==> config.mk <==
export PLATFORM = sky130hd
export DESIGN_NAME = gregorian_date_add_subtract_core
export DESIGN_NICKNAME = d
export VERILOG_FILES = /design/src/hw/rtl/gdas_pkg.sv /design/src/hw/rtl/gdas_seq.sv /design/src/hw/rtl/gregorian_date_add_subtract_core.sv
export SDC_FILE = /design/constraint.sdc
export NUM_CORES = 1
export LEC_CHECK = 0
export BUFFER_PORTS_ARGS = -buffer_cell sky130_fd_sc_hd__clkbuf_2
export CORE_MARGIN = 2
export CORE_UTILIZATION = 30
export CTS_BUF_LIST = sky130_fd_sc_hd__clkbuf_4
export CTS_CLUSTER_SIZE = 16
export DETAILED_ROUTE_END_ITERATION = 7
export MAX_ROUTING_LAYER = met4
export RECOVER_POWER = 25
export SYNTH_ARGS = -nofsm -noshare
export SYNTH_HDL_FRONTEND = slang
export SYNTH_SLANG_ARGS = --single-unit
==> constraint.sdc <==
create_clock -name clk -period 8 [get_ports clk]
set_input_delay 0.4 -clock clk [delete_from_list [all_inputs] [get_ports clk]]
set_output_delay 0.4 -clock clk [all_outputs]
set_load 0.005 [all_outputs]
==> src/hw/rtl/gdas_pkg.sv <==
package gdas_pkg;

  typedef struct packed {
    logic        req_type;
    logic [4:0]  start_day;
    logic [3:0]  start_month;
    logic [13:0] start_year;
    logic [15:0] offset_days;
  } in_word_t;

  typedef struct packed {
    logic [4:0]  result_day;
    logic [3:0]  result_month;
    logic [13:0] result_year;
    logic        input_is_leap;
    logic [8:0]  input_day_of_year;
    logic        range_error;
  } out_word_t;

  typedef enum logic [3:0] {
    OP_NOP,
    OP_MODSUB,
    OP_CLAMPD,
    OP_DOYACC,
    OP_INITREM,
    OP_YADD,
    OP_YSUB,
    OP_MINIT,
    OP_MSTEP,
    OP_FIN,
    OP_FINERR
  } op_t;

  typedef enum logic [3:0] {
    C_ALWAYS,
    C_SUB,
    C_MI_LT,
    C_REM_GE_YLEN,
    C_REM_NEG_NZ,
    C_REM_NEG,
    C_RY_BAD,
    C_REM_GE_MLEN,
    C_OUT_FREE
  } cond_t;

  typedef struct packed {
    op_t        op;
    cond_t      cnd;
    logic       jmp;
    logic       last;
    logic [2:0] arg;
    logic [4:0] tgt;
  } uword_t;

  typedef struct packed {
    logic sub;
    logic mi_lt;
    logic rem_ge_ylen;
    logic rem_neg_nz;
    logic rem_neg;
    logic ry_bad;
    logic rem_ge_mlen;
    logic out_free;
  } flags_t;

  typedef struct packed {
    logic       exec;
    op_t        op;
    logic [2:0] arg;
  } ctl_t;

  localparam int PC_W = 5;

  localparam logic [PC_W-1:0] PC_SUB   = 5'd12;
  localparam logic [PC_W-1:0] PC_CHECK = 5'd14;
  localparam logic [PC_W-1:0] PC_ERR   = 5'd18;

  localparam logic [13:0] MOD_BASE = 14'd400;
  localparam logic [14:0] YEAR_MAX = 15'd9999;

  function automatic uword_t uw_mk(op_t op, cond_t cnd, logic jmp, logic last,
                                   logic [2:0] arg, logic [PC_W-1:0] tgt);
    uword_t w;
    w.op   = op;
    w.cnd  = cnd;
    w.jmp  = jmp;
    w.last = last;
    w.arg  = arg;
    w.tgt  = tgt;
    return w;
  endfunction

  // Microprogram. A word runs its op when its condition holds; a jump word then
  // branches, otherwise the step counter advances. Loop words jump to themselves.
  function automatic uword_t uw_rom(logic [PC_W-1:0] pc);
    uword_t w;
    w = uw_mk(OP_NOP, C_ALWAYS, 1'b0, 1'b0, 3'd0, 5'd0);
    case (pc)
      5'd0:  w = uw_mk(OP_MODSUB,  C_ALWAYS,      1'b0, 1'b0, 3'd5, 5'd0);
      5'd1:  w = uw_mk(OP_MODSUB,  C_ALWAYS,      1'b0, 1'b0, 3'd4, 5'd0);
      5'd2:  w = uw_mk(OP_MODSUB,  C_ALWAYS,      1'b0, 1'b0, 3'd3, 5'd0);
      5'd3:  w = uw_mk(OP_MODSUB,  C_ALWAYS,      1'b0, 1'b0, 3'd2, 5'd0);
      5'd4:  w = uw_mk(OP_MODSUB,  C_ALWAYS,      1'b0, 1'b0, 3'd1, 5'd0);
      5'd5:  w = uw_mk(OP_MODSUB,  C_ALWAYS,      1'b0, 1'b0, 3'd0, 5'd0);
      5'd6:  w = uw_mk(OP_CLAMPD,  C_ALWAYS,      1'b0, 1'b0, 3'd0, 5'd0);
      5'd7:  w = uw_mk(OP_DOYACC,  C_MI_LT,       1'b1, 1'b0, 3'd0, 5'd7);
      5'd8:  w = uw_mk(OP_INITREM, C_ALWAYS,      1'b0, 1'b0, 3'd0, 5'd0);
      5'd9:  w = uw_mk(OP_NOP,     C_SUB,         1'b1, 1'b0, 3'd0, PC_SUB);
      5'd10: w = uw_mk(OP_YADD,    C_REM_GE_YLEN, 1'b1, 1'b0, 3'd0, 5'd10);
      5'd11: w = uw_mk(OP_NOP,     C_ALWAYS,      1'b1, 1'b0, 3'd0, PC_CHECK);
      5'd12: w = uw_mk(OP_YSUB,    C_REM_NEG_NZ,  1'b1, 1'b0, 3'd0, 5'd12);
      5'd13: w = uw_mk(OP_NOP,     C_REM_NEG,     1'b1, 1'b0, 3'd0, PC_ERR);
      5'd14: w = uw_mk(OP_NOP,     C_RY_BAD,      1'b1, 1'b0, 3'd0, PC_ERR);
      5'd15: w = uw_mk(OP_MINIT,   C_ALWAYS,      1'b0, 1'b0, 3'd0, 5'd0);
      5'd16: w = uw_mk(OP_MSTEP,   C_REM_GE_MLEN, 1'b1, 1'b0, 3'd0, 5'd16);
      5'd17: w = uw_mk(OP_FIN,     C_OUT_FREE,    1'b0, 1'b1, 3'd0, 5'd0);
      5'd18: w = uw_mk(OP_FINERR,  C_OUT_FREE,    1'b0, 1'b1, 3'd0, 5'd0);
      default: w = uw_mk(OP_NOP, C_ALWAYS, 1'b0, 1'b1, 3'd0, 5'd0);
    endcase
    return w;
  endfunction

  // c400 is the year modulo 400, lo2 the year's two low bits.
  function automatic logic leap_f(logic [8:0] c400, logic [1:0] lo2);
    logic century;
    century = (c400 == 9'd0) || (c400 == 9'd100) || (c400 == 9'd200) ||
              (c400 == 9'd300);
    return century ? (c400 == 9'd0) : (lo2 == 2'd0);
  endfunction

  function automatic logic [4:0] month_len(logic leap, logic [3:0] m);
    logic [4:0] len;
    case (m)
      4'd2:                      len = leap ? 5'd29 : 5'd28;
      4'd4, 4'd6, 4'd9, 4'd11:   len = 5'd30;
      default:                   len = 5'd31;
    endcase
    return len;
  endfunction

  function automatic logic [8:0] year_len(logic leap);
    return leap ? 9'd366 : 9'd365;
  endfunction

endpackage

==> src/hw/rtl/gdas_seq.sv <==
module gdas_seq
  import gdas_pkg::*;
(
  input  logic   clk,
  input  logic   rst_n,
  input  logic   start,
  input  flags_t flags,
  output ctl_t   ctl,
  output logic   busy
);

  logic [PC_W-1:0] pc_r, pc_nxt;
  logic            busy_r, busy_nxt;
  uword_t          uw;
  logic            cond_ok;

  assign uw = uw_rom(pc_r);

  always_comb begin
    case (uw.cnd)
      C_ALWAYS:      cond_ok = 1'b1;
      C_SUB:         cond_ok = flags.sub;
      C_MI_LT:       cond_ok = flags.mi_lt;
      C_REM_GE_YLEN: cond_ok = flags.rem_ge_ylen;
      C_REM_NEG_NZ:  cond_ok = flags.rem_neg_nz;
      C_REM_NEG:     cond_ok = flags.rem_neg;
      C_RY_BAD:      cond_ok = flags.ry_bad;
      C_REM_GE_MLEN: cond_ok = flags.rem_ge_mlen;
      C_OUT_FREE:    cond_ok = flags.out_free;
      default:       cond_ok = 1'b0;
    endcase
  end

  assign ctl.exec = busy_r && cond_ok;
  assign ctl.op   = uw.op;
  assign ctl.arg  = uw.arg;
  assign busy     = busy_r;

  always_comb begin
    pc_nxt   = pc_r;
    busy_nxt = busy_r;
    if (!busy_r) begin
      if (start) begin
        busy_nxt = 1'b1;
        pc_nxt   = '0;
      end
    end else if (uw.last) begin
      // hold on the final word until the output register can take the word
      if (cond_ok) begin
        busy_nxt = 1'b0;
      end
    end else if (cond_ok && uw.jmp) begin
      pc_nxt = uw.tgt;
    end else begin
      pc_nxt = pc_r + 1'b1;
    end
  end

  always_ff @(posedge clk) begin
    if (!rst_n) begin
      pc_r   <= '0;
      busy_r <= 1'b0;
    end else begin
      pc_r   <= pc_nxt;
      busy_r <= busy_nxt;
    end
  end

endmodule

==> src/hw/rtl/gregorian_date_add_subtract_core.sv <==
// Gregorian date plus or minus a day count.
//
// Input channel (in_valid / in_stall / in_data) carries one request word: a
// date, an offset in days and an add/subtract select. Output channel
// (out_valid / out_stall / out_data) returns one result word per request:
// the resulting date, the input year's leap flag, the input day of year and
// a range error flag. On range error the date fields echo the raw input.
//
// A request is taken whenever the block is idle; in_stall is high while one
// is in work. The word is processed by a small microprogram: 6 steps reduce
// the year modulo 400, up to 12 steps sum the day of year, then the year
// loop runs one calendar year per cycle and the month loop one month per
// cycle. The next request can be taken as soon as the result is in the
// output register. The year loop sets the rate.
//
// A finished result sits in the output register while out_stall is high; a
// new request may already be accepted then, and its final step waits for the
// register to drain. Synchronous reset drops any word in work or waiting.
module gregorian_date_add_subtract_core
  import gdas_pkg::*;
(
  input  logic      clk,
  input  logic      rst_n,
  input  logic      in_valid,
  output logic      in_stall,
  input  in_word_t  in_data,
  output logic      out_valid,
  input  logic      out_stall,
  output out_word_t out_data
);

  in_word_t         in_r, in_nxt;
  logic [14:0]      ry_r, ry_nxt;
  logic [13:0]      c400_r, c400_nxt;
  logic signed [17:0] rem_r, rem_nxt;
  logic [3:0]       mc_r, mc_nxt;
  logic [3:0]       cnt_r, cnt_nxt;
  logic [8:0]       doy_r, doy_nxt;
  logic             leap_in_r, leap_in_nxt;
  out_word_t        out_r, out_nxt;
  logic             out_valid_r, out_valid_nxt;

  ctl_t             ctl;
  flags_t           flags;
  logic             busy;
  logic             accept;

  logic             leap_cur;
  logic             leap_dec;
  logic [14:0]      ry_dec;
  logic [8:0]       c400_dec;
  logic [8:0]       c400_inc;
  logic [4:0]       mlen_clamp;
  logic [4:0]       mlen_cnt;
  logic signed [17:0] ylen_cur;
  logic signed [17:0] ylen_dec;
  logic signed [17:0] mlen_cnt_s;
  logic [13:0]      modsub_val;
  logic [4:0]       day_clamped;
  logic [3:0]       mon_clamped;
  logic signed [17:0] rem_base;
  logic signed [17:0] off_s;

  assign accept   = in_valid && !busy;
  assign in_stall = busy;

  assign leap_cur   = leap_f(c400_r[8:0], ry_r[1:0]);
  assign ry_dec     = ry_r - 15'd1;
  assign c400_dec   = (c400_r[8:0] == 9'd0) ? 9'd399 : c400_r[8:0] - 9'd1;
  assign c400_inc   = (c400_r[8:0] == 9'd399) ? 9'd0 : c400_r[8:0] + 9'd1;
  assign leap_dec   = leap_f(c400_dec, ry_dec[1:0]);
  assign mlen_clamp = month_len(leap_cur, mc_r);
  assign mlen_cnt   = month_len(leap_cur, cnt_r);
  assign ylen_cur   = $signed({9'd0, year_len(leap_cur)});
  assign ylen_dec   = $signed({9'd0, year_len(leap_dec)});
  assign mlen_cnt_s = $signed({13'd0, mlen_cnt});
  assign modsub_val = MOD_BASE << ctl.arg;
  assign rem_base   = $signed({9'd0, doy_r - 9'd1});
  assign off_s      = $signed({2'd0, in_r.offset_days});

  always_comb begin
    if (in_data.start_month == 4'd0) begin
      mon_clamped = 4'd1;
    end else if (in_data.start_month > 4'd12) begin
      mon_clamped = 4'd12;
    end else begin
      mon_clamped = in_data.start_month;
    end
  end

  always_comb begin
    if (in_r.start_day == 5'd0) begin
      day_clamped = 5'd1;
    end else if (in_r.start_day > mlen_clamp) begin
      day_clamped = mlen_clamp;
    end else begin
      day_clamped = in_r.start_day;
    end
  end

  always_comb begin
    flags.sub         = in_r.req_type;
    flags.mi_lt       = (cnt_r != mc_r);
    flags.rem_ge_ylen = (rem_r >= ylen_cur);
    flags.rem_neg_nz  = rem_r[17] && (ry_r != 15'd0);
    flags.rem_neg     = rem_r[17];
    flags.ry_bad      = (ry_r == 15'd0) || (ry_r > YEAR_MAX);
    flags.rem_ge_mlen = (cnt_r != 4'd12) && (rem_r >= mlen_cnt_s);
    flags.out_free    = !out_valid_r || !out_stall;
  end

  gdas_seq u_seq (
    .clk   (clk),
    .rst_n (rst_n),
    .start (accept),
    .flags (flags),
    .ctl   (ctl),
    .busy  (busy)
  );

  always_comb begin
    in_nxt        = in_r;
    ry_nxt        = ry_r;
    c400_nxt      = c400_r;
    rem_nxt       = rem_r;
    mc_nxt        = mc_r;
    cnt_nxt       = cnt_r;
    doy_nxt       = doy_r;
    leap_in_nxt   = leap_in_r;
    out_nxt       = out_r;
    out_valid_nxt = out_valid_r && out_stall;

    if (accept) begin
      in_nxt   = in_data;
      ry_nxt   = {1'b0, in_data.start_year};
      c400_nxt = in_data.start_year;
      mc_nxt   = mon_clamped;
    end

    if (ctl.exec) begin
      case (ctl.op)
        OP_NOP: begin
        end
        OP_MODSUB: begin
          if (c400_r >= modsub_val) begin
            c400_nxt = c400_r - modsub_val;
          end
        end
        OP_CLAMPD: begin
          doy_nxt = {4'd0, day_clamped};
          cnt_nxt = 4'd1;
        end
        OP_DOYACC: begin
          doy_nxt = doy_r + {4'd0, mlen_cnt};
          cnt_nxt = cnt_r + 4'd1;
        end
        OP_INITREM: begin
          rem_nxt     = in_r.req_type ? (rem_base - off_s) : (rem_base + off_s);
          leap_in_nxt = leap_cur;
        end
        OP_YADD: begin
          rem_nxt  = rem_r - ylen_cur;
          ry_nxt   = ry_r + 15'd1;
          c400_nxt = {5'd0, c400_inc};
        end
        OP_YSUB: begin
          // step back one year and add the length of that earlier year
          rem_nxt  = rem_r + ylen_dec;
          ry_nxt   = ry_dec;
          c400_nxt = {5'd0, c400_dec};
        end
        OP_MINIT: begin
          cnt_nxt = 4'd1;
        end
        OP_MSTEP: begin
          rem_nxt = rem_r - mlen_cnt_s;
          cnt_nxt = cnt_r + 4'd1;
        end
        OP_FIN: begin
          out_nxt.result_day        = rem_r[4:0] + 5'd1;
          out_nxt.result_month      = cnt_r;
          out_nxt.result_year       = ry_r[13:0];
          out_nxt.input_is_leap     = leap_in_r;
          out_nxt.input_day_of_year = doy_r;
          out_nxt.range_error       = 1'b0;
          out_valid_nxt             = 1'b1;
        end
        OP_FINERR: begin
          out_nxt.result_day        = in_r.start_day;
          out_nxt.result_month      = in_r.start_month;
          out_nxt.result_year       = in_r.start_year;
          out_nxt.input_is_leap     = leap_in_r;
          out_nxt.input_day_of_year = doy_r;
          out_nxt.range_error       = 1'b1;
          out_valid_nxt             = 1'b1;
        end
        default: begin
        end
      endcase
    end
  end

  always_ff @(posedge clk) begin
    in_r      <= in_nxt;
    ry_r      <= ry_nxt;
    c400_r    <= c400_nxt;
    rem_r     <= rem_nxt;
    mc_r      <= mc_nxt;
    cnt_r     <= cnt_nxt;
    doy_r     <= doy_nxt;
    leap_in_r <= leap_in_nxt;
    out_r     <= out_nxt;
  end

  always_ff @(posedge clk) begin
    if (!rst_n) begin
      out_valid_r <= 1'b0;
    end else begin
      out_valid_r <= out_valid_nxt;
    end
  end

  assign out_valid = out_valid_r;
  assign out_data  = out_r;

endmodule

Word-level counts from Yosys, hierarchy flattened --
Memory sizes are Yosys's and may differ from the RTL's. A register that Yosys moved wholly into a read port is not among the register bits. Cells that the tools add are included.
Storage, ports and cells: bits in registers 146, bits in read-only memories 576, logic and storage cells 163, bits in writable memories 0, latch bits 0, memories 1
Memory list:
- (no name shown) | words 32, bits a word 18, rd ports 1, clocked after Yosys merged registers in 1, wr ports 0, line gdas_pkg.sv:98 | case (pc)
Cells by class: reductions and logical operators 43, div/mod/pow operators 0, multiply operators 0, add/sub/neg operators 15, equal/unequal tests 38, bitwise logic cells 0, shifts and indexed selects 1, mux-type cells 37, order comparisons 6
Operators with widths (number):
- $pmux W18 S4 | 1
- $pmux W34 S2 | 1
- $eq A4 B3 Y1 const B | 12
- $mux W14 | 3
- $pmux W14 S3 | 1
- $mux W5 | 8
- $eq A4 B4 Y1 const B | 8
- $mux W15 | 2
- $pmux W15 S2 | 1
- $eq A9 B9 Y1 const B | 3
- $eq A4 B2 Y1 const B | 6
- $add A18 B10 Y18 | 1
- $eq A9 B7 Y1 const B | 2
- $eq A9 B8 Y1 const B | 2
- $ge A18 B10 Y1 | 1
- $ge A18 B6 Y1 | 1
- $logic_not A9 Y1 | 2
- $mux W18 | 1
- $mux W9 | 2
- $pmux W9 S2 | 1
- $sub A18 B10 Y18 | 1
- $sub A18 B6 Y18 | 1
- $sub A9 B1 Y9 const B | 2
- $add A9 B16 Y17 | 1
- other kinds (36) | 76

Depth between registers and ports, before layout --
Gate-level depths: netlist of run 1.
word-level depth 16, gate-level depth with buffers 25, gate-level depth less buffers 24

Hierarchy --
Synthesis of run 1 repeated with hierarchy kept, for this count alone.
Unflattened totals: cells, all modules 1321, area, all modules 11811.3 sq um
By module, submodules not included:
- gregorian_date_add_subtract_core | seq. area each 3903.7 sq um, area each 10478.8 sq um, times used 1, cells an instance 1171
- gdas_seq | seq. area each 480.5 sq um, area each 1332.5 sq um, times used 1, cells an instance 150

Least setup slack after synthesis of run 1 --
Ideal clock, no wire load.
kind reg2reg, from reg c400_r[8], to reg out_r (netlist bit out_data[0]) (enable), path buffers 1, arrival time 6114 ps, required time 7520 ps, slack 1406 ps, period minus slack after synthesis 6594 ps, cell stages (with the launch flop) 18, cell sequence dfxtp_1 > clkbuf_1 > inv_1 > o21ai_0 > a41oi_1 > or4b_2 > a21oi_1 > nand2_1 > nand2_1 > o21ai_0 > ha_1 > fa_1 > and4b_1 > nor2b_1 > nand3_1 > a221oi_4 > a21bo_1 > a211oi_1
On the way: cells in the longest elaborated chain, start to end 12, elaborated cells between the ends (all ways) 17
Ends and longest elaborated chain:
- start: declaration | line gregorian_date_add_subtract_core.sv:34 | logic [13:0] c400_r, c400_nxt;
- start signal: assignment | line gregorian_date_add_subtract_core.sv:206 | c400_r <= c400_nxt;
- $eq A9 B7 Y1 or $logic_not A9 Y1 (tied branches) | line gdas_pkg.sv:126, gdas_pkg.sv:128
- $logic_or A1 B1 Y1 (3 in series) | line gdas_pkg.sv:126 | century = (c400 == 9'd0) || (c400 == 9'd100) || (c400 == 9'd200) ||
- $mux W1 * | line gdas_pkg.sv:128 | return century ? (c400 == 9'd0) : (lo2 == 2'd0);
- $mux W1 | line gdas_pkg.sv:134 | 4'd2: len = leap ? 5'd29 : 5'd28;
- $pmux W2 S2 | line gdas_pkg.sv:133 | case (m)
- $ge A18 B6 Y1 | line gregorian_date_add_subtract_core.sv:108 | flags.rem_ge_mlen = (cnt_r != 4'd12) && (rem_r >= mlen_cnt_s);
- $logic_and A1 B1 Y1 | line gregorian_date_add_subtract_core.sv:108
- $pmux W1 S9 * | line gdas_seq.sv:20 | case (uw.cnd)
- $logic_and A1 B1 Y1 * | line gdas_seq.sv:34 | assign ctl.exec = busy_r && cond_ok;
- $reduce_and A2 Y1 (no source line) *
- end signal: assignment | line gregorian_date_add_subtract_core.sv:212 | out_r <= out_nxt;
- end: declaration | line gregorian_date_add_subtract_core.sv:40 | out_word_t out_r, out_nxt;
Mark *: on every way between the ends. The rest lies on a longest branch, timed or not. A chain may end at the register's enable or synchronous reset.

Worst setup path after layout of run 1 --
from reg c400_r[5], to reg u_seq.uw[1] (netlist name)
On the way: cells in the longest elaborated chain, start to end 16, elaborated cells between the ends (all ways) 21
Ends and longest elaborated chain:
- $eq A9 B7 Y1 or $logic_not A9 Y1 (tied branches) | line gdas_pkg.sv:126, gdas_pkg.sv:128
- $logic_or A1 B1 Y1 (3 in series) | line gdas_pkg.sv:126
- $mux W1 * | line gdas_pkg.sv:128
- $mux W1 | line gdas_pkg.sv:134
- $pmux W2 S2 | line gdas_pkg.sv:133
- $ge A18 B6 Y1 | line gregorian_date_add_subtract_core.sv:108
- $logic_and A1 B1 Y1 | line gregorian_date_add_subtract_core.sv:108
- $pmux W1 S9 * | line gdas_seq.sv:20
- $logic_and A1 B1 Y1 * | line gdas_seq.sv:52 | end else if (cond_ok && uw.jmp) begin
- $mux W5 * | line gdas_seq.sv:52
- $mux W5 * | line gdas_seq.sv:47 | end else if (uw.last) begin
- $mux W5 * | line gdas_seq.sv:42 | if (!busy_r) begin
- $mux W5 (no source line) * (2 in series)
Mark *: on every way between the ends. The rest lies on a longest branch, timed or not. The select of a mux whose other input is x is not followed.

==> qor.csv, run 1 <==
stage,metric,value,unit
status,outcome,finished clean,
worst_setup_path,crit_buf_inv,2,
layout,n_fill_cell,3752,
min_path,hold_path.class,in -> reg,
worst_setup_path,start_kind,flip-flop,
worst_setup_path,reg2reg_depth,23,
min_path,hold_path_end,in_r[16]$_DFFE_PP_,
global_route,grt_max_degree,62,
worst_setup_path,cp.arrival,6800,ps
worst_setup_path,rr_endpoint,u_seq.uw[1]$_SDFF_PP0_,
clock_network,clk_latency,610,ps
global_route,overflow,0,
route,top_layer,met4,
floorplanning,ios,80,
synth,synth_edf_count,110,
timing,finalSetupTns,0,ps
timing,finClkSkew,35.81,ps
worst_setup_path,crit_start,c400_r[5]$_DFF_P_,
route,drt-pass1-iter-count,5,
global_route,antenna_found_initial,3,
timing,slew_headroom,12.72,%
place,dp_hpwl,22800,um
power_and_ir_drop,peakVddDrop,0.08955,mV
layout,multiInputGateArea,6305,um^2
timing,rsz0062_at_grt,no,
route,drtIter0Drc,792,
floorplanning,dieArea,38920,um^2
route,via_per_inst,5.449,
power_and_ir_drop,sw_frac_of_total,34.92,%
worst_setup_path,r2r_slack,1760,ps
worst_setup_path,r2r-start,c400_r[5]$_DFF_P_,
min_path,min_from,in_data[16],
clock_network,clk_pin_slew,160,ps
synth,ys.warnings.count,0,
route,wl_met3,1531,um
route,vias,9776,
power_and_ir_drop,p_switching,0.7428,mW
clock_network,clockBufferDepth,2,
floorplanning,rows,70,
worst_setup_path,worstPathCellList,"nor3_1, nand2_1, nor3_1, a21oi_1, nand2_1, nand2_1, o21ai_0, ha_1, fa_1, and4b_1, nor2b_1, nand3_1, a221oi_4, a21boi_2, mux2_2, a22oi_1, nor2_1, inv_1, ha_1, inv_1, o21a_1, a211o_1, a21oi_1",
worst_setup_path,slowest_stage,nor3_1,
layout,syn2layout_area_growth,12.43,%
synth,synth.distinct_cells,89,
route,wl_met1,15140,um
synth,ys_seq_elements,164,
synth,synth_fp_nets,1348,
layout,stdcell_count,1794,
layout,register_area,4384,um^2
layout,drive_gt1_share,10.58,%
power_and_ir_drop,p_clk_share,22.2,%
clock_network,clock-sinks,164,
clock_network,cts-root-buf,clkbuf_4,
timing,period_minus_slack,6238,ps
synth,synth_cells,1235,
place,port_buffers,79,
worst_setup_path,cp_max_fo,10,
synth,avgSynthCellArea,9.074,um^2
synth,syn_area,11210,um^2
clock_network,numCtsBuffers,17,
power_and_ir_drop,p_int,1.384,mW
synth,synth_ff_type,edfxtp_1,
floorplanning,die_h,197.3,um
synth,seq_area_frac_synth,39.12,%
timing,hold_violations,0,
run,maxCapViolations,0,
floorplanning,initial_utilization,30.54,%
synth,ys_async_sr_fraction,0,%
min_path,holdPathStages,1,
timing,worstMarginPinSlew,1309,ps
worst_setup_path,cp_top_family,simple AND/OR/NAND/NOR gates,
global_route,first_global_vias,9224,
route,routed_wl,31480,um
global_route,track_usage,16.69,%
route,dr_wl_met2,14390,um
worst_setup_path,cpMostUsedCell,nand2_1,
floorplanning,chipWidth,197.3,um
worst_setup_path,endpoint_kind,flip-flop,
layout,nets,1423,
route,wl_per_cell,17.55,um
clock_network,htree_num_levels,4,
worst_setup_path,worstSetupPathType,reg -> reg,
floorplanning,core-area,36700,um^2
power_and_ir_drop,pwr-share-seq,50.6,%
route,ant_nets,0,
layout,fin_util,34.33,%
timing,finalSetupViolCount,0,
place,gp_routability_congestion,0.8925,
clock_network,cts_tree,yes,
worst_setup_path,path_depth,23,
worst_setup_path,max_stage_delay,820,ps
timing,layout_worst_path_cycle_share,77.97,%
power_and_ir_drop,p_comb_share,27.3,%
timing,finalMaxSlewViolations,0,
power_and_ir_drop,power_per_cell_area,168.8,nW/um^2
timing,fmax,160.3,MHz
global_route,grt_pass1_wl,50080,um
power_and_ir_drop,total_leakage_power,4.643,nW
clock_network,cts_setup_buffers,0,
place,dp.cells,1719,
worst_setup_path,crit_required,8560,ps
route,drc_errors,0,
## logic make-up after synthesis
group / share of synthesized area, %
AOI/OAI and AO/OA: 22.28
xor gates and xnor gates: 5.002
adders and majority gates: 8.105
buffers and inverters: 4.856
DFF: 39.12
muxes: 2.501
and+or+nand+nor: 18.13
## worst max-delay path by stage
stage | end | slack (ps)
after floorplan | out_data[0]$_DFFE_PP_ | 1410
after detailed placement | u_seq.uw[1]$_SDFF_PP0_ | 1870
after global placement | u_seq.uw[1]$_SDFF_PP0_ | 2180
after CTS | u_seq.uw[1]$_SDFF_PP0_ | 1810
after global routing | u_seq.uw[1]$_SDFF_PP0_ | 1180
final | u_seq.uw[1]$_SDFF_PP0_ | 1760
## sequential cells by signal, indices dropped and copies added (netlist names)
| name | count |
|---|---|
| c400_r | 14 |
| cnt_r | 4 |
| doy_r | 9 |
| flags | 1 |
| in_r | 39 |
| leap_in_r | 1 |
| mc_r | 4 |
| out_data | 34 |
| out_valid | 1 |
| rem_r | 18 |
| ry_r | 15 |
| u_seq.busy | 1 |
| u_seq.pc_r | 5 |
| u_seq.uw | 18 |
## power by group through the flow
| stage | clock network, mW | logic, mW | registers, mW |
|---|---|---|---|
| after floorplan | 0 | 0.480 | 1.03 |
| final | 0.472 | 0.580 | 1.08 |
| after global placement | 0 | 0.554 | 1.09 |
| after global routing | 0.519 | 0.651 | 1.09 |
| after CTS | 0.489 | 0.578 | 1.07 |
| after detailed placement | 0 | 0.557 | 1.09 |
## cell type report
cell class / count / area share (%)
well taps: 468 / 4.647
flip-flops and latches: 164 / 34.80
inverters: 61 / 1.817
clock buffers: 20 / 1.192
clock inverters: 12 / 0.7349
multi-input cells: 935 / 50.04
diodes: 3 / 0.05958
repair buffers: 131 / 6.713
## layer usage
layer	global-route usage (%)	vias up
li1	-	4756
met1	22.77	4717
met2	25.57	277
met3	2.715	26
met4	4.678	0
met5	-	-
## cell usage in the layout (no fill, tap or decap), types with 10 or more instances in the layout
master	count
a211oi_1	11
a21o_1	16
a21oi_1	94
and2_1	19
buf_4	12
clkbuf_1	32
clkbuf_2	47
clkbuf_4	20
dfxtp_1	54
dlygate4sd3_1	40
edfxtp_1	110
ha_1	63
inv_1	57
mux2_2	15
mux2i_1	10
nand2_1	97
nand2b_1	17
nand3_1	37
nand4_1	17
nor2_1	89
nor2b_1	10
nor3_1	39
o21ai_0	86
o221ai_1	24
o22ai_1	30
or3_1	16
xnor2_1	26
xor2_1	38
## synth_stat cells, types with 19 or more instances
| master | number | area [um^2] |
|---|---|---|
| clkbuf_1 | 62 | 232.7 |
| nor3_1 | 39 | 195.2 |
| xor2_1 | 38 | 332.8 |
| o21ai_0 | 86 | 430.4 |
| o221ai_1 | 24 | 210.2 |
| and2_1 | 19 | 118.9 |
| a21oi_1 | 94 | 470.5 |
| inv_1 | 58 | 217.7 |
| dfxtp_1 | 54 | 1081 |
| edfxtp_1 | 110 | 3303 |
| ha_1 | 63 | 788.3 |
| nor2_1 | 92 | 345.3 |
| nand2_1 | 97 | 364.1 |
| o22ai_1 | 30 | 187.7 |
| nand3_1 | 37 | 185.2 |
| xnor2_1 | 26 | 227.7 |
## stage by stage
step	setup WS (ps)	hold WS [ps]	total power [mW]	instance area, um^2
floorplan	1406	400.3	1.508	11210
detailed placement	1867	484.0	1.651	11990
CTS	1815	106.0	2.140	12630
global placement	2179	472.7	1.645	11990
global route	1175	175.4	2.258	12600
finish	1762	228.9	2.127	12600
## timing repair
action / 4_1_cts / 5_1_grt
hold buffers: 40 / 0
hold endpoints to repair: 42 / 0
resized for setup: 0 / 0
## worst register-to-register path, cell delays in order (launching register included)
cell and delay [ps]:
dfxtp_1 460, nor3_1 410, nand2_1 170, nor3_1 820, a21oi_1 290, nand2_1 150
nand2_1 50, o21ai_0 280, ha_1 270, fa_1 280, and4b_1 250, nor2b_1 210
nand3_1 170, a221oi_4 390, a21boi_2 160, mux2_2 250, a22oi_1 130, nor2_1 400
inv_1 150, ha_1 350, inv_1 90, o21a_1 110, a211o_1 220, a21oi_1 110
(Power assumes the default switching activity.)
==> run 2, diff against run 1 <==
Clock period 8 ns to 6.5 ns, I/O delays scaled along.
==> run 2 against run 1 <==
  * Worst setup slack worse by 1100 ps
  * Clock-buffer cell count decreased by 3
  * Cell count about the same
  * Wire length grew 0.93%
  * First-iteration DRC count increased by 4.9%
  * Critical path type unchanged
  * Combinational power grew 24%
  * Utilization increased by 0.24 points
  * Non-clock buffer count up 4
  * Hold slack got worse by 200 ps
  * Critical endpoint unchanged
  * Clock power increased by 36%
  * Critical path depth grew 1
  * Die area did not move
==> qor.csv, run 2 (same netlist as run 1, synthesis figures left out) <==
stage,metric,value,unit,change
status,outcome,finished clean,,unchanged
floorplanning,initial_utilization,30.54,%,unchanged
global_route,grt_pass1_wl,50950,um,"was 50,080 um"
layout,largest_register_ffs,39,,unchanged
place,gp_routability_congestion,0.8833,,was 0.8925
power_and_ir_drop,power_per_cell_area,211.8,nW/um^2,was 168.8 nW/um^2
worst_setup_path,worstPathCellList,"inv_1, o21ai_0, a41oi_1, or4b_2, a21oi_1, nand2_1, nand2_1, o21ai_0, ha_1, fa_1, and4b_1, nor2b_1, nand3_1, a221oi_4, a21boi_2, mux2_2, a22oi_1, nor2_1, inv_1, ha_1, inv_1, o21a_1, a211o_1, a21oi_1",,"was nor3_1, nand2_1, nor3_1, a21oi_1, nand2_1, nand2_1, o21ai_0, ha_1, fa_1, and4b_1, nor2b_1, nand3_1, a221oi_4, a21boi_2, mux2_2, a22oi_1, nor2_1, inv_1, ha_1, inv_1, o21a_1, a211o_1, a21oi_1"
layout,multiInputGateArea,6310,um^2,was 6305 um^2
layout,mostFrequentLayoutCells,"110 x edfxtp_1, 97 x nand2_1, 94 x a21oi_1, 89 x nor2_1, 86 x o21ai_0",,unchanged
timing,finalSetupTns,0,ps,unchanged
timing,finClkSkew,32.81,ps,was 35.81 ps
worst_setup_path,cp.arrival,6360,ps,was 6800 ps
floorplanning,die_h,197.3,um,unchanged
timing,finalMaxSlewViolations,0,,unchanged
timing,layout_worst_path_cycle_share,89.56,%,was 77.97%
clock_network,cts-root-buf,clkbuf_4,,unchanged
timing,rsz0062_at_grt,no,,unchanged
worst_setup_path,rr_endpoint,u_seq.uw[1]$_SDFF_PP0_,,unchanged
timing,fmax,171.8,MHz,was 160.3 MHz
floorplanning,dieArea,38920,um^2,unchanged
global_route,grt_max_degree,62,,unchanged
worst_setup_path,start_kind,flip-flop,,unchanged
power_and_ir_drop,total_leakage_power,4.680,nW,was 4.643 nW
worst_setup_path,endpoint_kind,flip-flop,,unchanged
layout,register_area,4384,um^2,unchanged
floorplanning,core-area,36700,um^2,unchanged
timing,worstMarginPinSlew,792.2,ps,was 1309 ps
layout,syn2layout_area_growth,13.20,%,was 12.43%
worst_setup_path,path_depth,24,,was 23
min_path,hold_path.class,in -> reg,,unchanged
route,routed_wl,31770,um,"was 31,480 um"
worst_setup_path,slowest_stage,or4b_2,,was nor3_1
worst_setup_path,worstSetupEndpoint,u_seq.uw[1]$_SDFF_PP0_,,unchanged
worst_setup_path,cp_top_family,compound AO/OA/AOI/OAI gates,,was simple AND/OR/NAND/NOR gates
clock_network,clock-sinks,164,,unchanged
floorplanning,rows,70,,unchanged
route,drt-pass1-iter-count,8,,was 5
layout,regMostFlops,in_r,,unchanged
place,dp.cells,1724,,"was 1,719"
clock_network,cts_tree,yes,,unchanged
route,via_per_inst,5.446,,was 5.449
clock_network,clockBufferDepth,2,,unchanged
global_route,first_global_vias,9243,,"was 9,224"
worst_setup_path,worstSetupPathType,reg -> reg,,unchanged
clock_network,numCtsBuffers,17,,unchanged
floorplanning,chipWidth,197.3,um,unchanged
global_route,track_usage,16.89,%,was 16.69%
route,vias,9775,,"was 9,776"
timing,hold_violations,0,,unchanged
worst_setup_path,crit_start,c400_r[8]$_DFF_P_,,was c400_r[5]$_DFF_P_
timing,period_minus_slack,5821,ps,was 6238 ps
layout,fin_util,34.57,%,was 34.33%
place,port_buffers,79,,unchanged
layout,nets,1427,,"was 1,423"
clock_network,cts_setup_buffers,0,,unchanged
layout,stdcell_count,1795,,"was 1,794"
timing,slew_headroom,47.19,%,was 12.72%
worst_setup_path,crit_required,7040,ps,was 8560 ps
worst_setup_path,crit_buf_inv,3,,was 2
clock_network,clk_pin_slew,140,ps,was 160 ps
layout,drive_gt1_share,11.31,%,was 10.58%
route,ant_nets,0,,unchanged
floorplanning,ios,80,,unchanged
worst_setup_path,cp_max_fo,9,,was 10
worst_setup_path,reg2reg_depth,24,,was 23
worst_setup_path,cpMostUsedCell,inv_1,,was nand2_1
global_route,antenna_found_initial,1,,was 3
worst_setup_path,max_stage_delay,640,ps,was 820 ps
run,maxCapViolations,0,,unchanged
clock_network,htree_num_levels,4,,unchanged
timing,finalSetupViolCount,0,,unchanged
route,wl_per_cell,17.70,um,was 17.55 um
worst_setup_path,r2r_slack,680,ps,was 1760 ps
route,drtIter0Drc,831,,was 792
layout,n_fill_cell,3744,,"was 3,752"
layout,final_common_cell,edfxtp_1,,unchanged
power_and_ir_drop,peakVddDrop,0.08727,mV,was 0.08955 mV
clock_network,postCtsResizedCells,0,,unchanged
clock_network,clk_latency,630,ps,was 610 ps
route,drc_errors,0,,unchanged
worst_setup_path,r2r-start,c400_r[8]$_DFF_P_,,was c400_r[5]$_DFF_P_
place,dp_hpwl,23100,um,"was 22,800 um"
global_route,overflow,0,,unchanged
-- run 2: area by class of cell --
class	count	share of cell area (%)
Antenna cell	1	0.01973
Sequential cell	164	34.56
Multi-Input combinational cell	935	49.74
Tap cell	468	4.616
Timing Repair Buffer	135	7.032
Clock buffer	17	1.006
Inverter	61	1.805
Clock inverter	14	1.223
-- run 2: how the worst min path moves through the flow --
| stage | from | end | cells past startpoint |
|---|---|---|---|
| finish | out_stall | out_valid$_SDFF_PN0_ | 3 |
| global placement | leap_in_r$_DFFE_PP_ | out_data[10]$_DFFE_PP_ | 0 |
| detailed placement | leap_in_r$_DFFE_PP_ | out_data[10]$_DFFE_PP_ | 0 |
| floorplan | leap_in_r$_DFFE_PP_ | out_data[10]$_DFFE_PP_ | 0 |
| global route | out_stall | out_valid$_SDFF_PN0_ | 3 |
| CTS | out_stall | out_valid$_SDFF_PN0_ | 3 |
-- run 2: worst register-to-register path, stage by stage, from the launching register on --
cell and delay (ps):
dfxtp_1 510, inv_1 110, o21ai_0 160, a41oi_1 130, or4b_2 640, a21oi_1 460
nand2_1 100, nand2_1 70, o21ai_0 100, ha_1 250, fa_1 440, and4b_1 330
nor2b_1 90, nand3_1 130, a221oi_4 110, a21boi_2 290, mux2_2 370, a22oi_1 340
nor2_1 220, inv_1 160, ha_1 190, inv_1 90, o21a_1 110, a211o_1 220
a21oi_1 120
-- run 2: what timing repair did --
action | in CTS | in global routing
endpoints found under the hold margin | 41 | 0
hold buffers | 39 | 0
endpoints found under the setup margin | 0 | 0
-- run 2: metrics by stage --
step / hold slack [ps] / setup slack, ps / total power [mW] / instance area (um^2)
floorplan: 400.3 / 1106 / 1.856 / 11210
global placement: 462.9 / 834.0 / 2.031 / 12040
detailed placement: 454.6 / 738.5 / 2.040 / 12040
CTS: 0.5696 / 680.0 / 2.705 / 12720
global route: 77.17 / 50.22 / 2.853 / 12690
finish: 33.73 / 678.8 / 2.686 / 12690
-- run 2: per-layer routing --
layer	vias to the layer above	share of wire, %	GRT usage [%]
met5	-	0	-
li1	4754	-	-
met2	317	44	25.51
met4	0	2.0	5.124
met3	44	5.5	2.954
met1	4660	48	23.09
-- run 2: power by group --
group / internal [mW] / leakage [nW] / total, mW / switching, mW
clock network: 0.230 / 0.139 / 0.641 / 0.411
registers: 1.19 / 1.47 / 1.32 / 0.130
logic: 0.317 / 3.07 / 0.722 / 0.404
total: 1.74 / 4.68 / 2.69 / 0.946
==> run 3, diff against run 2 <==
Settings changed: CORE_MARGIN 2 to 3.
==> run 3 against run 2 <==
  * Die area up 2.0%
  * Non-clock buffer count up 4
  * Maximum frequency down 1.4%
  * Clock-buffer cell count up 1
  * Sequential share of layout area down 0.17 points
  * Worst setup slack worse by 84 ps
  * Sequential power about the same
  * Power up 3.0%
  * Clock power up 13%
  * Via count up 0.68%
==> qor.csv, run 3 (same netlist as run 1, synthesis figures left out) <==
stage,metric,value,unit,change
status,outcome,finished clean,,unchanged
floorplanning,die_h,199.3,um,was 197.3 um
place,dp_hpwl,23040,um,"was 23,100 um"
place,port_buffers,79,,unchanged
run,maxCapViolations,0,,unchanged
place,dpl_cell_area,12050,um^2,"was 12,040 um^2"
worst_setup_path,worstSetupEndpoint,u_seq.uw[1]$_SDFF_PP0_,,unchanged
worst_setup_path,cp_max_fo,9,,unchanged
timing,fmax,169.4,MHz,was 171.8 MHz
layout,stdcell_area,12750,um^2,"was 12,690 um^2"
timing,worstMarginPinSlew,784.3,ps,was 792.2 ps
floorplanning,initial_utilization,30.54,%,unchanged
worst_setup_path,reg2reg_depth,24,,unchanged
worst_setup_path,worstPathCellList,"inv_1, o21ai_0, a41oi_1, or4b_2, a21oi_1, nand2_1, nand2_1, o21ai_0, ha_1, fa_1, and4b_1, nor2b_1, nand3_1, a221oi_4, a21boi_2, mux2_2, a22oi_1, nor2_1, inv_1, ha_1, inv_1, o21a_1, a211o_1, a21oi_1",,unchanged
layout,register_area,4384,um^2,unchanged
clock_network,clockBufferDepth,2,,unchanged
worst_setup_path,cpMostUsedCell,inv_1,,unchanged
timing,slew_headroom,47.31,%,was 47.19%
floorplanning,rows,70,,unchanged
layout,multiInputGateArea,6310,um^2,unchanged
layout,final_common_cell,edfxtp_1,,unchanged
route,drtIter0Drc,796,,was 831
timing,finalSetupTns,0,ps,unchanged
route,ant_nets,0,,unchanged
layout,regMostFlops,in_r,,unchanged
power_and_ir_drop,peakVddDrop,0.1025,mV,was 0.08727 mV
timing,period_minus_slack,5905,ps,was 5821 ps
clock_network,cts-root-buf,clkbuf_4,,unchanged
clock_network,clk_latency,610,ps,was 630 ps
layout,largest_register_ffs,39,,unchanged
clock_network,htree_num_levels,4,,unchanged
floorplanning,core-area,36700,um^2,unchanged
floorplanning,ios,80,,unchanged
timing,finalMaxSlewViolations,0,,unchanged
power_and_ir_drop,power_per_cell_area,217.0,nW/um^2,was 211.8 nW/um^2
global_route,track_usage,16.43,%,was 16.89%
clock_network,cts_tree,yes,,unchanged
clock_network,clock-sinks,164,,unchanged
layout,n_fill_cell,3810,,"was 3,744"
route,vias,9841,,"was 9,775"
clock_network,numCtsBuffers,17,,unchanged
min_path,hold_path.class,in -> reg,,unchanged
worst_setup_path,cp_top_family,compound AO/OA/AOI/OAI gates,,unchanged
worst_setup_path,max_stage_delay,640,ps,about the same
power_and_ir_drop,total_leakage_power,4.706,nW,was 4.680 nW
timing,finClkSkew,28.37,ps,was 32.81 ps
worst_setup_path,cp.arrival,6440,ps,was 6360 ps
worst_setup_path,crit_required,7040,ps,about the same
worst_setup_path,crit_start,c400_r[8]$_DFF_P_,,unchanged
route,wl_per_cell,17.75,um,was 17.70 um
route,drt-pass1-iter-count,6,,was 8
layout,drive_gt1_share,10.89,%,was 11.31%
worst_setup_path,crit_buf_inv,3,,unchanged
route,drc_errors,0,,unchanged
layout,syn2layout_area_growth,13.77,%,was 13.20%
layout,nets,1431,,"was 1,427"
place,gp_routability_congestion,0.9080,,was 0.8833
worst_setup_path,start_kind,flip-flop,,unchanged
worst_setup_path,r2r-start,c400_r[8]$_DFF_P_,,unchanged
global_route,grt_max_degree,62,,unchanged
worst_setup_path,rr_endpoint,u_seq.uw[1]$_SDFF_PP0_,,unchanged
clock_network,clk_pin_slew,150,ps,was 140 ps
worst_setup_path,r2r_slack,600,ps,was 680 ps
global_route,first_global_vias,9349,,"was 9,243"
timing,finalSetupViolCount,0,,unchanged
floorplanning,dieArea,39710,um^2,"was 38,920 um^2"
global_route,antenna_found_initial,1,,unchanged
global_route,grt_pass1_wl,51010,um,"was 50,950 um"
layout,mostFrequentLayoutCells,"110 x edfxtp_1, 97 x nand2_1, 94 x a21oi_1, 89 x nor2_1, 86 x o21ai_0",,unchanged
timing,layout_worst_path_cycle_share,90.84,%,was 89.56%
timing,rsz0062_at_grt,no,,unchanged
route,via_per_inst,5.467,,was 5.446
route,routed_wl,31950,um,"was 31,770 um"
worst_setup_path,worstSetupPathType,reg -> reg,,unchanged
timing,hold_violations,0,,unchanged
worst_setup_path,path_depth,24,,unchanged
clock_network,cts_setup_buffers,0,,unchanged
worst_setup_path,slowest_stage,or4b_2,,unchanged
global_route,overflow,0,,unchanged
worst_setup_path,endpoint_kind,flip-flop,,unchanged
floorplanning,chipWidth,199.3,um,was 197.3 um
-- run 3: cell types whose count changed in the layout (fill, tap and decap cells not counted), moves of 3 or more --
cell | previous run | this run
clkbuf_2 | 52 | 43
clkbuf_1 | 27 | 36
clkinv_4 | 4 | 1
buf_4 | 16 | 19
-- run 3: what timing repair did --
action,in CTS,in global routing
hold buffers,41,0
hold endpoints to repair,43,0
setup endpoints to repair,0,0
resized for setup,0,0
-- run 3: metrics by stage --
| step | hold slack (ps) | util [%] | worst slack [ps] | power [mW] | instances |
|---|---|---|---|---|---|
| after floorplan | 400.3 | - | 1106 | 1.856 | 1235 |
| after global placement | 475.3 | 32.83 | 798.1 | 2.018 | 1726 |
| after detailed placement | 498.0 | 32.83 | 684.0 | 2.029 | 1726 |
| after CTS | 132.1 | 34.86 | 642.3 | 2.783 | 1799 |
| after global routing | 151.3 | 34.74 | 23.26 | 2.933 | 1800 |
| final | 182.7 | 34.74 | 595.2 | 2.767 | 1800 |
-- run 3: how the worst min path moves through the flow --
stage	start	to	slack, ps	cells after the start
3_5_place_dp	leap_in_r$_DFFE_PP_	out_data[10]$_DFFE_PP_	500	0
3_3_place_gp	leap_in_r$_DFFE_PP_	out_data[10]$_DFFE_PP_	480	0
2_1_floorplan	leap_in_r$_DFFE_PP_	out_data[10]$_DFFE_PP_	400	0
5_1_grt	rst_n	u_seq.uw[2]$_SDFF_PP0_	150	3
6_report	rst_n	u_seq.uw[2]$_SDFF_PP0_	180	3
4_1_cts	rst_n	u_seq.uw[2]$_SDFF_PP0_	130	3
-- run 3: worst min-delay path: stages --
cell and delay (ps):
clkbuf_2 220, nand2_1 160, a31oi_1 50
-- run 3: report_power, final --
part / internal [mW] / leakage [nW] / switching [mW]
combinational: 0.315 / 3.06 / 0.399
sequential: 1.19 / 1.47 / 0.132
clock: 0.316 / 0.176 / 0.411
-- run 3: final cells by class --
type,count,area share (%)
Multi-Input combinational cell,935,49.49
Sequential cell,164,34.39
Timing Repair Buffer,139,7.085
Tap cell,468,4.593
Inverter,61,1.796
Clock inverter,14,1.570
Clock buffer,18,1.060
Antenna cell,1,0.01963
-- run 3: metal layers --
layer	global-route usage (%)	share of wire, %	vias to the layer above
met5	-	0	-
met4	4.529	1.3	0
met3	2.394	5.5	35
met2	25.09	45	332
met1	22.84	48	4701
li1	-	-	4773
